File: src/hdl/cabb_pkg.sv
// shared types, register indexes and arithmetic helpers for the clipped alpha blit
package cabb_pkg;

  localparam int MAX_DIM_DEF = 4096;

  localparam int DIM_W   = 13;  // dimension registers
  localparam int CTR_W   = 14;  // signed centre coordinates
  localparam int POS_W   = 12;  // sprite coordinates
  localparam int CRD_W   = 16;  // signed destination coordinates
  localparam int IDX_W   = 24;  // destination pixel index
  localparam int PROD_W  = 2 * DIM_W;
  localparam int CFG_IW  = 3;
  localparam int CFG_DW  = 14;

  localparam logic [CFG_IW-1:0] CFG_PAINT_MODE = 3'd0;
  localparam logic [CFG_IW-1:0] CFG_SRC_WIDTH  = 3'd1;
  localparam logic [CFG_IW-1:0] CFG_SRC_HEIGHT = 3'd2;
  localparam logic [CFG_IW-1:0] CFG_DST_WIDTH  = 3'd3;
  localparam logic [CFG_IW-1:0] CFG_DST_HEIGHT = 3'd4;
  localparam logic [CFG_IW-1:0] CFG_CENTER_X   = 3'd5;
  localparam logic [CFG_IW-1:0] CFG_CENTER_Y   = 3'd6;

  localparam logic [7:0] ALPHA_OPAQUE = 8'hFF;

  typedef struct packed {
    logic                    paint_mode;
    logic [DIM_W-1:0]        src_width;
    logic [DIM_W-1:0]        src_height;
    logic [DIM_W-1:0]        dst_width;
    logic [DIM_W-1:0]        dst_height;
    logic signed [CTR_W-1:0] center_x;
    logic signed [CTR_W-1:0] center_y;
  } cfg_t;

  // floor(p / 255) for p up to 255*255
  function automatic logic [7:0] div255(input logic [15:0] p);
    logic [16:0] t;
    t = {1'b0, p} + {9'b0, p[15:8]} + 17'd1;
    return t[15:8];
  endfunction

endpackage

File: src/hdl/cabb_cfg_regs.sv
// configuration register file with dimension saturation
module cabb_cfg_regs #(
  parameter int MAX_DIM = cabb_pkg::MAX_DIM_DEF
) (
  input  logic                          clk,
  input  logic                          rst_n,
  input  logic                          wr_en,
  input  logic [cabb_pkg::CFG_IW-1:0]   wr_index,
  input  logic [cabb_pkg::CFG_DW-1:0]   wr_data,
  output cabb_pkg::cfg_t                cfg
);

  function automatic logic [cabb_pkg::DIM_W-1:0] clamp_dim(
    input logic [cabb_pkg::DIM_W-1:0] v
  );
    logic [cabb_pkg::DIM_W-1:0] d;
    d = v;
    if (32'(v) > MAX_DIM) begin
      d = cabb_pkg::DIM_W'(MAX_DIM);
    end
    return d;
  endfunction

  cabb_pkg::cfg_t cfg_r, cfg_nxt;

  always_comb begin
    cfg_nxt = cfg_r;
    if (wr_en) begin
      case (wr_index)
        cabb_pkg::CFG_PAINT_MODE: cfg_nxt.paint_mode = wr_data[0];
        cabb_pkg::CFG_SRC_WIDTH:  cfg_nxt.src_width  = clamp_dim(wr_data[cabb_pkg::DIM_W-1:0]);
        cabb_pkg::CFG_SRC_HEIGHT: cfg_nxt.src_height = clamp_dim(wr_data[cabb_pkg::DIM_W-1:0]);
        cabb_pkg::CFG_DST_WIDTH:  cfg_nxt.dst_width  = clamp_dim(wr_data[cabb_pkg::DIM_W-1:0]);
        cabb_pkg::CFG_DST_HEIGHT: cfg_nxt.dst_height = clamp_dim(wr_data[cabb_pkg::DIM_W-1:0]);
        cabb_pkg::CFG_CENTER_X:   cfg_nxt.center_x   = $signed(wr_data);
        cabb_pkg::CFG_CENTER_Y:   cfg_nxt.center_y   = $signed(wr_data);
        default: ;
      endcase
    end
  end

  always_ff @(posedge clk) begin
    if (!rst_n) begin
      cfg_r.paint_mode <= 1'b0;
      cfg_r.src_width  <= cabb_pkg::DIM_W'(1);
      cfg_r.src_height <= cabb_pkg::DIM_W'(1);
      cfg_r.dst_width  <= clamp_dim(cabb_pkg::DIM_W'(4096));
      cfg_r.dst_height <= clamp_dim(cabb_pkg::DIM_W'(4096));
      cfg_r.center_x   <= '0;
      cfg_r.center_y   <= '0;
    end else begin
      cfg_r <= cfg_nxt;
    end
  end

  assign cfg = cfg_r;

endmodule

File: src/hdl/clipped_alpha_blit_blend.sv
// top level: three-stage clipped premultiplied alpha blit pipeline
// a transfer accepted at a clock edge is registered in stage one, stage two and the output stage, in that order
// throughput: one pixel per cycle, busy is never raised; the receiver cannot stall
// reset: synchronous active-low rst_n clears stage valid bits and loads register defaults
// config writes are never stalled (cfg_ready always high)
module clipped_alpha_blit_blend #(
  parameter int MAX_DIM = cabb_pkg::MAX_DIM_DEF
) (
  input  logic                          clk,
  input  logic                          rst_n,
  // pixel command channel
  input  logic                          start,
  output logic                          busy,
  input  logic [cabb_pkg::POS_W-1:0]    in_pos_x,
  input  logic [cabb_pkg::POS_W-1:0]    in_pos_y,
  input  logic [7:0]                    in_src_a,
  input  logic [7:0]                    in_src_r,
  input  logic [7:0]                    in_src_g,
  input  logic [7:0]                    in_src_b,
  input  logic [7:0]                    in_under_a,
  input  logic [7:0]                    in_under_r,
  input  logic [7:0]                    in_under_g,
  input  logic [7:0]                    in_under_b,
  // result channel
  output logic                          out_valid,
  output logic                          out_write_enable,
  output logic [cabb_pkg::IDX_W-1:0]    out_dest_index,
  output logic [7:0]                    out_a,
  output logic [7:0]                    out_r,
  output logic [7:0]                    out_g,
  output logic [7:0]                    out_b,
  // configuration write channel
  input  logic                          cfg_valid,
  output logic                          cfg_ready,
  input  logic [cabb_pkg::CFG_IW-1:0]   cfg_index,
  input  logic [cabb_pkg::CFG_DW-1:0]   cfg_data
);

  cabb_pkg::cfg_t cfg;

  cabb_cfg_regs #(
    .MAX_DIM (MAX_DIM)
  ) u_cfg (
    .clk      (clk),
    .rst_n    (rst_n),
    .wr_en    (cfg_valid & cfg_ready),
    .wr_index (cfg_index),
    .wr_data  (cfg_data),
    .cfg      (cfg)
  );

  assign cfg_ready = 1'b1;
  assign busy      = 1'b0;

  logic in_xfer;
  assign in_xfer = start & ~busy;

  // ---------------------------------------------------------------------
  // stage 1: destination coordinates, sprite clip, blend mode decision
  // ---------------------------------------------------------------------
  logic signed [cabb_pkg::CRD_W-1:0] x_s0, y_s0;
  logic                              in_sprite_s0;

  always_comb begin
    x_s0 = cabb_pkg::CRD_W'(cfg.center_x)
         - $signed({4'b0, cfg.src_width[cabb_pkg::DIM_W-1:1]})
         + $signed({4'b0, in_pos_x});
    y_s0 = cabb_pkg::CRD_W'(cfg.center_y)
         - $signed({4'b0, cfg.src_height[cabb_pkg::DIM_W-1:1]})
         + $signed({4'b0, in_pos_y});
    in_sprite_s0 = ({1'b0, in_pos_x} < cfg.src_width) &&
                   ({1'b0, in_pos_y} < cfg.src_height);
  end

  logic                              v1_r;
  logic signed [cabb_pkg::CRD_W-1:0] x1_r, y1_r;
  logic                              in_sprite1_r, opaque1_r, transp1_r;
  logic [7:0]                        inv1_r;
  logic [7:0]                        sa1_r, sr1_r, sg1_r, sb1_r;
  logic [7:0]                        ua1_r, ur1_r, ug1_r, ub1_r;

  always_ff @(posedge clk) begin
    if (!rst_n) begin
      v1_r <= 1'b0;
    end else begin
      v1_r <= in_xfer;
    end
  end

  always_ff @(posedge clk) begin
    x1_r         <= x_s0;
    y1_r         <= y_s0;
    in_sprite1_r <= in_sprite_s0;
    // opaque copy when mode is copy or source fully covers
    opaque1_r    <= ~cfg.paint_mode | (in_src_a == cabb_pkg::ALPHA_OPAQUE);
    // fully transparent source in blend mode writes nothing
    transp1_r    <= cfg.paint_mode & (in_src_a == 8'd0);
    inv1_r       <= cabb_pkg::ALPHA_OPAQUE - in_src_a;
    sa1_r <= in_src_a;   sr1_r <= in_src_r;   sg1_r <= in_src_g;   sb1_r <= in_src_b;
    ua1_r <= in_under_a; ur1_r <= in_under_r; ug1_r <= in_under_g; ub1_r <= in_under_b;
  end

  // ---------------------------------------------------------------------
  // stage 2: destination clip, row offset multiply, channel products
  // ---------------------------------------------------------------------
  logic inside_s1;
  always_comb begin
    inside_s1 = in_sprite1_r && !x1_r[cabb_pkg::CRD_W-1] && !y1_r[cabb_pkg::CRD_W-1] &&
                (x1_r[cabb_pkg::CRD_W-2:0] < {2'b0, cfg.dst_width}) &&
                (y1_r[cabb_pkg::CRD_W-2:0] < {2'b0, cfg.dst_height});
  end

  logic                              v2_r, we2_r, opaque2_r;
  logic [cabb_pkg::DIM_W-1:0]        x2_r;
  logic [cabb_pkg::PROD_W-1:0]       row2_r;
  logic [15:0]                       pa2_r, pr2_r, pg2_r, pb2_r;
  logic [7:0]                        sa2_r, sr2_r, sg2_r, sb2_r;

  always_ff @(posedge clk) begin
    if (!rst_n) begin
      v2_r <= 1'b0;
    end else begin
      v2_r <= v1_r;
    end
  end

  always_ff @(posedge clk) begin
    we2_r     <= inside_s1 & ~transp1_r;
    opaque2_r <= opaque1_r;
    // inside the destination both coordinates fit the dimension width
    x2_r      <= x1_r[cabb_pkg::DIM_W-1:0];
    row2_r    <= cfg.dst_width * y1_r[cabb_pkg::DIM_W-1:0];
    pa2_r     <= inv1_r * ua1_r;
    pr2_r     <= inv1_r * ur1_r;
    pg2_r     <= inv1_r * ug1_r;
    pb2_r     <= inv1_r * ub1_r;
    sa2_r <= sa1_r; sr2_r <= sr1_r; sg2_r <= sg1_r; sb2_r <= sb1_r;
  end

  // ---------------------------------------------------------------------
  // stage 3: index add, divide by 255, channel sums, zero on no write
  // ---------------------------------------------------------------------
  logic [cabb_pkg::PROD_W-1:0] idx_sum;
  logic [7:0]                  a_s2, r_s2, g_s2, b_s2;

  always_comb begin
    idx_sum = row2_r + {{(cabb_pkg::PROD_W-cabb_pkg::DIM_W){1'b0}}, x2_r};
    if (opaque2_r) begin
      a_s2 = sa2_r; r_s2 = sr2_r; g_s2 = sg2_r; b_s2 = sb2_r;
    end else begin
      a_s2 = sa2_r + cabb_pkg::div255(pa2_r);
      r_s2 = sr2_r + cabb_pkg::div255(pr2_r);
      g_s2 = sg2_r + cabb_pkg::div255(pg2_r);
      b_s2 = sb2_r + cabb_pkg::div255(pb2_r);
    end
  end

  logic                        out_valid_r, out_we_r;
  logic [cabb_pkg::IDX_W-1:0]  out_idx_r;
  logic [7:0]                  out_a_r, out_r_r, out_g_r, out_b_r;

  always_ff @(posedge clk) begin
    if (!rst_n) begin
      out_valid_r <= 1'b0;
      out_we_r    <= 1'b0;
    end else begin
      out_valid_r <= v2_r;
      out_we_r    <= v2_r & we2_r;
    end
  end

  always_ff @(posedge clk) begin
    if (we2_r) begin
      out_idx_r <= idx_sum[cabb_pkg::IDX_W-1:0];
      out_a_r   <= a_s2;
      out_r_r   <= r_s2;
      out_g_r   <= g_s2;
      out_b_r   <= b_s2;
    end else begin
      out_idx_r <= '0;
      out_a_r   <= '0;
      out_r_r   <= '0;
      out_g_r   <= '0;
      out_b_r   <= '0;
    end
  end

  assign out_valid        = out_valid_r;
  assign out_write_enable = out_we_r;
  assign out_dest_index   = out_idx_r;
  assign out_a            = out_a_r;
  assign out_r            = out_r_r;
  assign out_g            = out_g_r;
  assign out_b            = out_b_r;

  // ---------------------------------------------------------------------
  // assertions
  // ---------------------------------------------------------------------
  // every accepted pixel gives exactly one result once it has passed through the pipeline
  a_one_result: assert property (@(posedge clk)
    rst_n && $past(rst_n, 1) && $past(rst_n, 2) && $past(rst_n, 3)
    |-> (out_valid == $past(start && !busy, 3)))
    else $error("result strobe does not match accepted pixels");

  // a write is only flagged on a result cycle
  a_we_valid: assert property (@(posedge clk) disable iff (!rst_n)
    out_write_enable |-> out_valid)
    else $error("write enable without result strobe");

  // a result without a write carries all-zero fields
  a_zero_fields: assert property (@(posedge clk) disable iff (!rst_n)
    (out_valid && !out_write_enable)
    |-> (out_dest_index == '0 && out_a == '0 && out_r == '0 &&
         out_g == '0 && out_b == '0))
    else $error("no-write result carries nonzero fields");

  // stage valid bits advance one stage per cycle
  a_stage_flow: assert property (@(posedge clk) disable iff (!rst_n)
    v1_r |=> v2_r)
    else $error("pixel lost between stage one and stage two");

endmodule

File: config.mk
export PLATFORM = sky130hd
export DESIGN_NAME = clipped_alpha_blit_blend
export DESIGN_NICKNAME = d
export VERILOG_FILES = /design/src/hdl/cabb_pkg.sv /design/src/hdl/cabb_cfg_regs.sv /design/src/hdl/clipped_alpha_blit_blend.sv
export SDC_FILE = /design/constraint.sdc
export NUM_CORES = 2
export LEC_CHECK = 0
export CAP_MARGIN = 10
export CORE_ASPECT_RATIO = 2
export CORE_MARGIN = 5
export CORE_UTILIZATION = 59
export DETAILED_ROUTE_END_ITERATION = 8
export DONT_BUFFER_PORTS = 1
export PLACE_DENSITY_LB_ADDON = 0.2
export SLEW_MARGIN = 30
export SYNTH_ARGS = -nofsm -noshare
export SYNTH_HDL_FRONTEND = slang
export SYNTH_HIERARCHICAL = 1
export SYNTH_SLANG_ARGS = --single-unit
File: constraint.sdc
create_clock -name clk -period 4.8 [get_ports clk]
set_clock_uncertainty 0.15 [all_clocks]
set_input_delay 0.24 -clock clk [delete_from_list [all_inputs] [get_ports clk]]
set_output_delay 0.24 -clock clk [all_outputs]
set_load 0.01 [all_outputs]
==> impl_metrics.yaml <==
status:
  run_status: "finished, violations left"
  violations: "setup timing"
clocking:
  clk_pin_slew_ns: 0.07
  cts-root-to-sink-buffers: 3
  clock_sinks: 383
  tritoncts: "built"
  insertion_delay_ns: 0.56
  clock-root-buffer: "sky130_fd_sc_hd__clkbuf_16"
  cts_htree_levels: 2
  cts_buffers: 38
logic_synthesis:
  seq_area_frac_synth_pct: 26.3
  total_of_warnings_raised_by_yosys: 6
  synth.area.top_cells: "sky130_fd_sc_hd__dfxtp_1, sky130_fd_sc_hd__fa_1, sky130_fd_sc_hd__ha_1"
  yosysTopAreaCellShare_pct: 26.3
  async_reset_ff_share_pct: 0
  synth_enable_flop_cells: 0
  yosysMostFrequentCell: "sky130_fd_sc_hd__inv_1"
  synth.distinct_cells: 73
  netlist_area_mm2: 0.0291
  post_synth_inst_count: 3090
  synth_common_cells: "sky130_fd_sc_hd__inv_1, sky130_fd_sc_hd__dfxtp_1, sky130_fd_sc_hd__ha_1, sky130_fd_sc_hd__fa_1, sky130_fd_sc_hd__and2_1"
  postSynth.topFlopCell: "sky130_fd_sc_hd__dfxtp_1"
  yosysTopAreaCell: "sky130_fd_sc_hd__dfxtp_1"
  syn_area_per_cell_um2: 9.43
  synth_fp_nets: 3843
  ys_seq_elements: 383
setup_path:
  setup.worst_path.end: "row2_r[22]"
  timing.critical_path.to_type: "flop"
  worstSetupPathType: "reg2reg"
  worstPathRequired_ns: 5.10
  critical-path-max-stage-delay_ns: 0.52
  critPathBufInv: 4
  r2r-start: "u_cfg/cfg[46]"
  worst-endpoint-arrival_ns: 5.56
  path_depth: 20
  startpoint_type: "flop"
  critical_path.cell_chain: "and2_4 > fa_1 > inv_1 > fa_1 > inv_1 > fa_1 > inv_2 > fa_1 > fa_1 > inv_2 > ha_4 > o21a_1 > o31a_1 > o21ai_2 > nand3_2 > a221o_1 > o41ai_4 > o2111ai_1 > a21oi_1 > xnor2_1"
  critical_register_to_register_path_endpoint: "row2_r[22]"
  timing.critical_path.slowest_stage_cell: "sky130_fd_sc_hd__fa_1"
  timing.critical_path.max_delay_family: "adder cells"
  critical_path_peak_fanout: 4
  worst-r2r-setup-slack_ns: -0.46
  crit_path_frequent_cell: "sky130_fd_sc_hd__fa_1"
  setup.worst_path.start: "u_cfg/cfg[46]"
  timing.reg2reg.worst_path_depth: 20
finish:
  final_nets: 4055
  fin_util_pct: 68.8
  drive_gt1_share_pct: 11.6
  area.growth.synth_to_final_pct: 15.8
  num_antenna_cells: 0
pwr:
  power_report.internal_total_mw: 8.37
  peakVddDrop_v: 0.000377
  power_frac_comb_pct: 44.8
  share_clk_of_total_power_pct: 24.5
  netSwitchingFraction_pct: 37.2
  seqPwrFrac_pct: 30.7
  power_density_mw_per_mm2: 395
  leakage_nw: 16.2
  switchingPower_mw: 4.96
floorplan:
  placement_rows: 115
  io-pin-count: 169
  full_die_area_mm2: 0.0542
  die_width_um: 167
  floorplan.initialDensity_pct: 59.4
  core_mm2: 0.0491
  fp.dieH_um: 324
routing:
  drt.antenna.violating_nets: 0
  drtIter0Drc: 887
  drt_pre_antenna_iters: 5
  met2_wirelength_um: 43600
  met1_length_um: 23800
  via_per_inst: 5.47
  post_route_wl_um: 76200
  detail_route.drc_violations: 0
  vias: 21728
  drt-wirelength-per-cell_um: 19.2
  maxUsedRoutingLayer: "met4"
  met3WireLength_um: 2720
grt:
  grt_first_pass_wirelength_um: 122000
  grt_util_all_layers_pct: 28.1
  antenna_violations_before_repair: 0
  grt_max_degree: 106
  via_count_of_the_first_global_routing_pass: 24349
  grt_overflow_total: 0
placement:
  dp.final_hpwl_um: 61700
  portBuffers: 0
  globalplace.congestion: 0.925
min_path:
  worst_hold_path.num_cells: 4
  min_from: "in_pos_x[1]"
  min_path_type: "in2reg"
timing:
  final_hold_viol_count: 0
  unrepaired_setup_endpoints_after_global_routing: "true"
  timing_worst_slew_pin_value_ns: 0.814
  timing_max_transition_violations_final: 0
  fmaxAchievable_ghz: 0.190
  final_critical_path_setup_slack_ns: -0.464
  totalNegativeSetupSlack_ns: -2.85
  min_period_over_period_pct: 110
  final-setup-viol-count: 9
  slew_headroom_pct: 45.7
  fin_crit_ns: 5.26
  hold_slack_ns: 0.0203
flow_run:
  number_of_max_cap_violations: 0
[power by group through the flow]
stage / registers, mW / logic, mW / clock network, mW
2_1_floorplan: 3.95 / 4.09 / 0
3_3_place_gp: 4.14 / 5.38 / 0
3_5_place_dp: 4.15 / 5.65 / 0
4_1_cts: 4.09 / 5.82 / 3.32
5_1_grt: 4.14 / 6.73 / 3.45
6_report: 4.10 / 5.97 / 3.26
[layer usage]
metal  global-route usage [%]  vias up
met2                     57.3      578
met5                        0        -
met4                     17.8        0
li1                         -    10252
met3                     3.18      272
met1                     25.2    10626
[through the flow]
| step | worst slack, ns | total power [mW] | cells | instance area, um^2 |
|---|---|---|---|---|
| 3_3_place_gp | -0.584 | 9.53 | 3787 | 30700 |
| 3_5_place_dp | -0.639 | 9.80 | 3787 | 30800 |
| 2_1_floorplan | -0.397 | 8.04 | 3090 | 29300 |
| 5_1_grt | -0.678 | 14.3 | 3975 | 33700 |
| 4_1_cts | -0.473 | 13.2 | 3959 | 33300 |
| 6_report | -0.464 | 13.3 | 3975 | 33700 |
[logic make-up (layout without fill, tap and decap cells)]
family | after synthesis | after routing | share of synthesized area, %
and+or+nand+nor | 904 | 904 | 16.4
xor gates and xnor gates | 150 | 150 | 4.53
buffers and inverters | 613 | 855 | 8.37
other | 2 | 2 | 0.0258
DFF | 383 | 383 | 26.3
muxes | 11 | 11 | 0.378
AOI/OAI and AO/OA | 383 | 383 | 8.78
adders and majority gates | 644 | 644 | 35.2
[worst min-delay path by stage]
stage | to | slack [ns]
floorplan | sa1_r[0] | 0.12
global placement | ur1_r[0] | 0.12
finish | x1_r[1] | 0.02
detailed placement | ur1_r[2] | 0.12
global route | u_cfg/cfg[71] | 0.03
CTS | x1_r[1] | 0.001
[state kept, by name (all words and copies together), names as in the netlist, 13 cells and up]
| name | cells |
|---|---|
| out_dest_index | 24 |
| pr2_r | 16 |
| x2_r | 13 |
| pa2_r | 16 |
| pg2_r | 16 |
| u_cfg/cfg | 81 |
| pb2_r | 16 |
| y1_r | 16 |
| row2_r | 24 |
| x1_r | 16 |
[cell type report]
class	instances	area, um^2
Clock buffer	51	1060
Clock inverter	19	315
Fill cell	3875	15300
Inverter	517	1940
Multi-Input combinational cell	2094	19500
Sequential cell	383	7730
Tap cell	643	805
Timing Repair Buffer	268	2440
[worst register-to-register path: stages (launching register included)]
cell and delay (ns):
sky130_fd_sc_hd__dfxtp_4 0.36, sky130_fd_sc_hd__and2_4 0.16, sky130_fd_sc_hd__fa_1 0.52, sky130_fd_sc_hd__inv_1 0.05
sky130_fd_sc_hd__fa_1 0.48, sky130_fd_sc_hd__inv_1 0.05, sky130_fd_sc_hd__fa_1 0.50, sky130_fd_sc_hd__inv_2 0.04
sky130_fd_sc_hd__fa_1 0.44, sky130_fd_sc_hd__fa_1 0.51, sky130_fd_sc_hd__inv_2 0.05, sky130_fd_sc_hd__ha_4 0.24
sky130_fd_sc_hd__o21a_1 0.10, sky130_fd_sc_hd__o31a_1 0.13, sky130_fd_sc_hd__o21ai_2 0.19, sky130_fd_sc_hd__nand3_2 0.10
sky130_fd_sc_hd__a221o_1 0.36, sky130_fd_sc_hd__o41ai_4 0.31, sky130_fd_sc_hd__o2111ai_1 0.15, sky130_fd_sc_hd__a21oi_1 0.17
sky130_fd_sc_hd__xnor2_1 0.08
[timing repair]
| action | CTS | global route |
|---|---|---|
| pin swaps | 19 | 52 |
| hold buffers | 101 | 0 |
| setup endpoints to repair | 18 | 26 |
| endpoints found under the hold margin | 162 | 0 |
| buffers inserted | 1 | 17 |
| gates resized for setup | 41 | 93 |
[placed cells by master (no fill, tap or decap), types with 29 or more instances in the layout]
| cell | n |
|---|---|
| sky130_fd_sc_hd__inv_1 | 504 |
| sky130_fd_sc_hd__dfxtp_1 | 354 |
| sky130_fd_sc_hd__ha_1 | 339 |
| sky130_fd_sc_hd__fa_1 | 289 |
| sky130_fd_sc_hd__and2_1 | 272 |
| sky130_fd_sc_hd__nand2_1 | 263 |
| sky130_fd_sc_hd__buf_4 | 144 |
| sky130_fd_sc_hd__xnor2_1 | 102 |
| sky130_fd_sc_hd__nor2_1 | 101 |
| sky130_fd_sc_hd__dlygate4sd3_1 | 100 |
| sky130_fd_sc_hd__nand3_1 | 80 |
| sky130_fd_sc_hd__o21ai_0 | 79 |
| sky130_fd_sc_hd__a21o_1 | 62 |
| sky130_fd_sc_hd__a21oi_1 | 57 |
| sky130_fd_sc_hd__o21ai_1 | 45 |
| sky130_fd_sc_hd__xor2_1 | 44 |
| sky130_fd_sc_hd__clkbuf_16 | 38 |
| sky130_fd_sc_hd__o21a_1 | 35 |
| sky130_fd_sc_hd__nor2b_1 | 29 |
No activity file was read; power rests on OpenSTA's default activity.
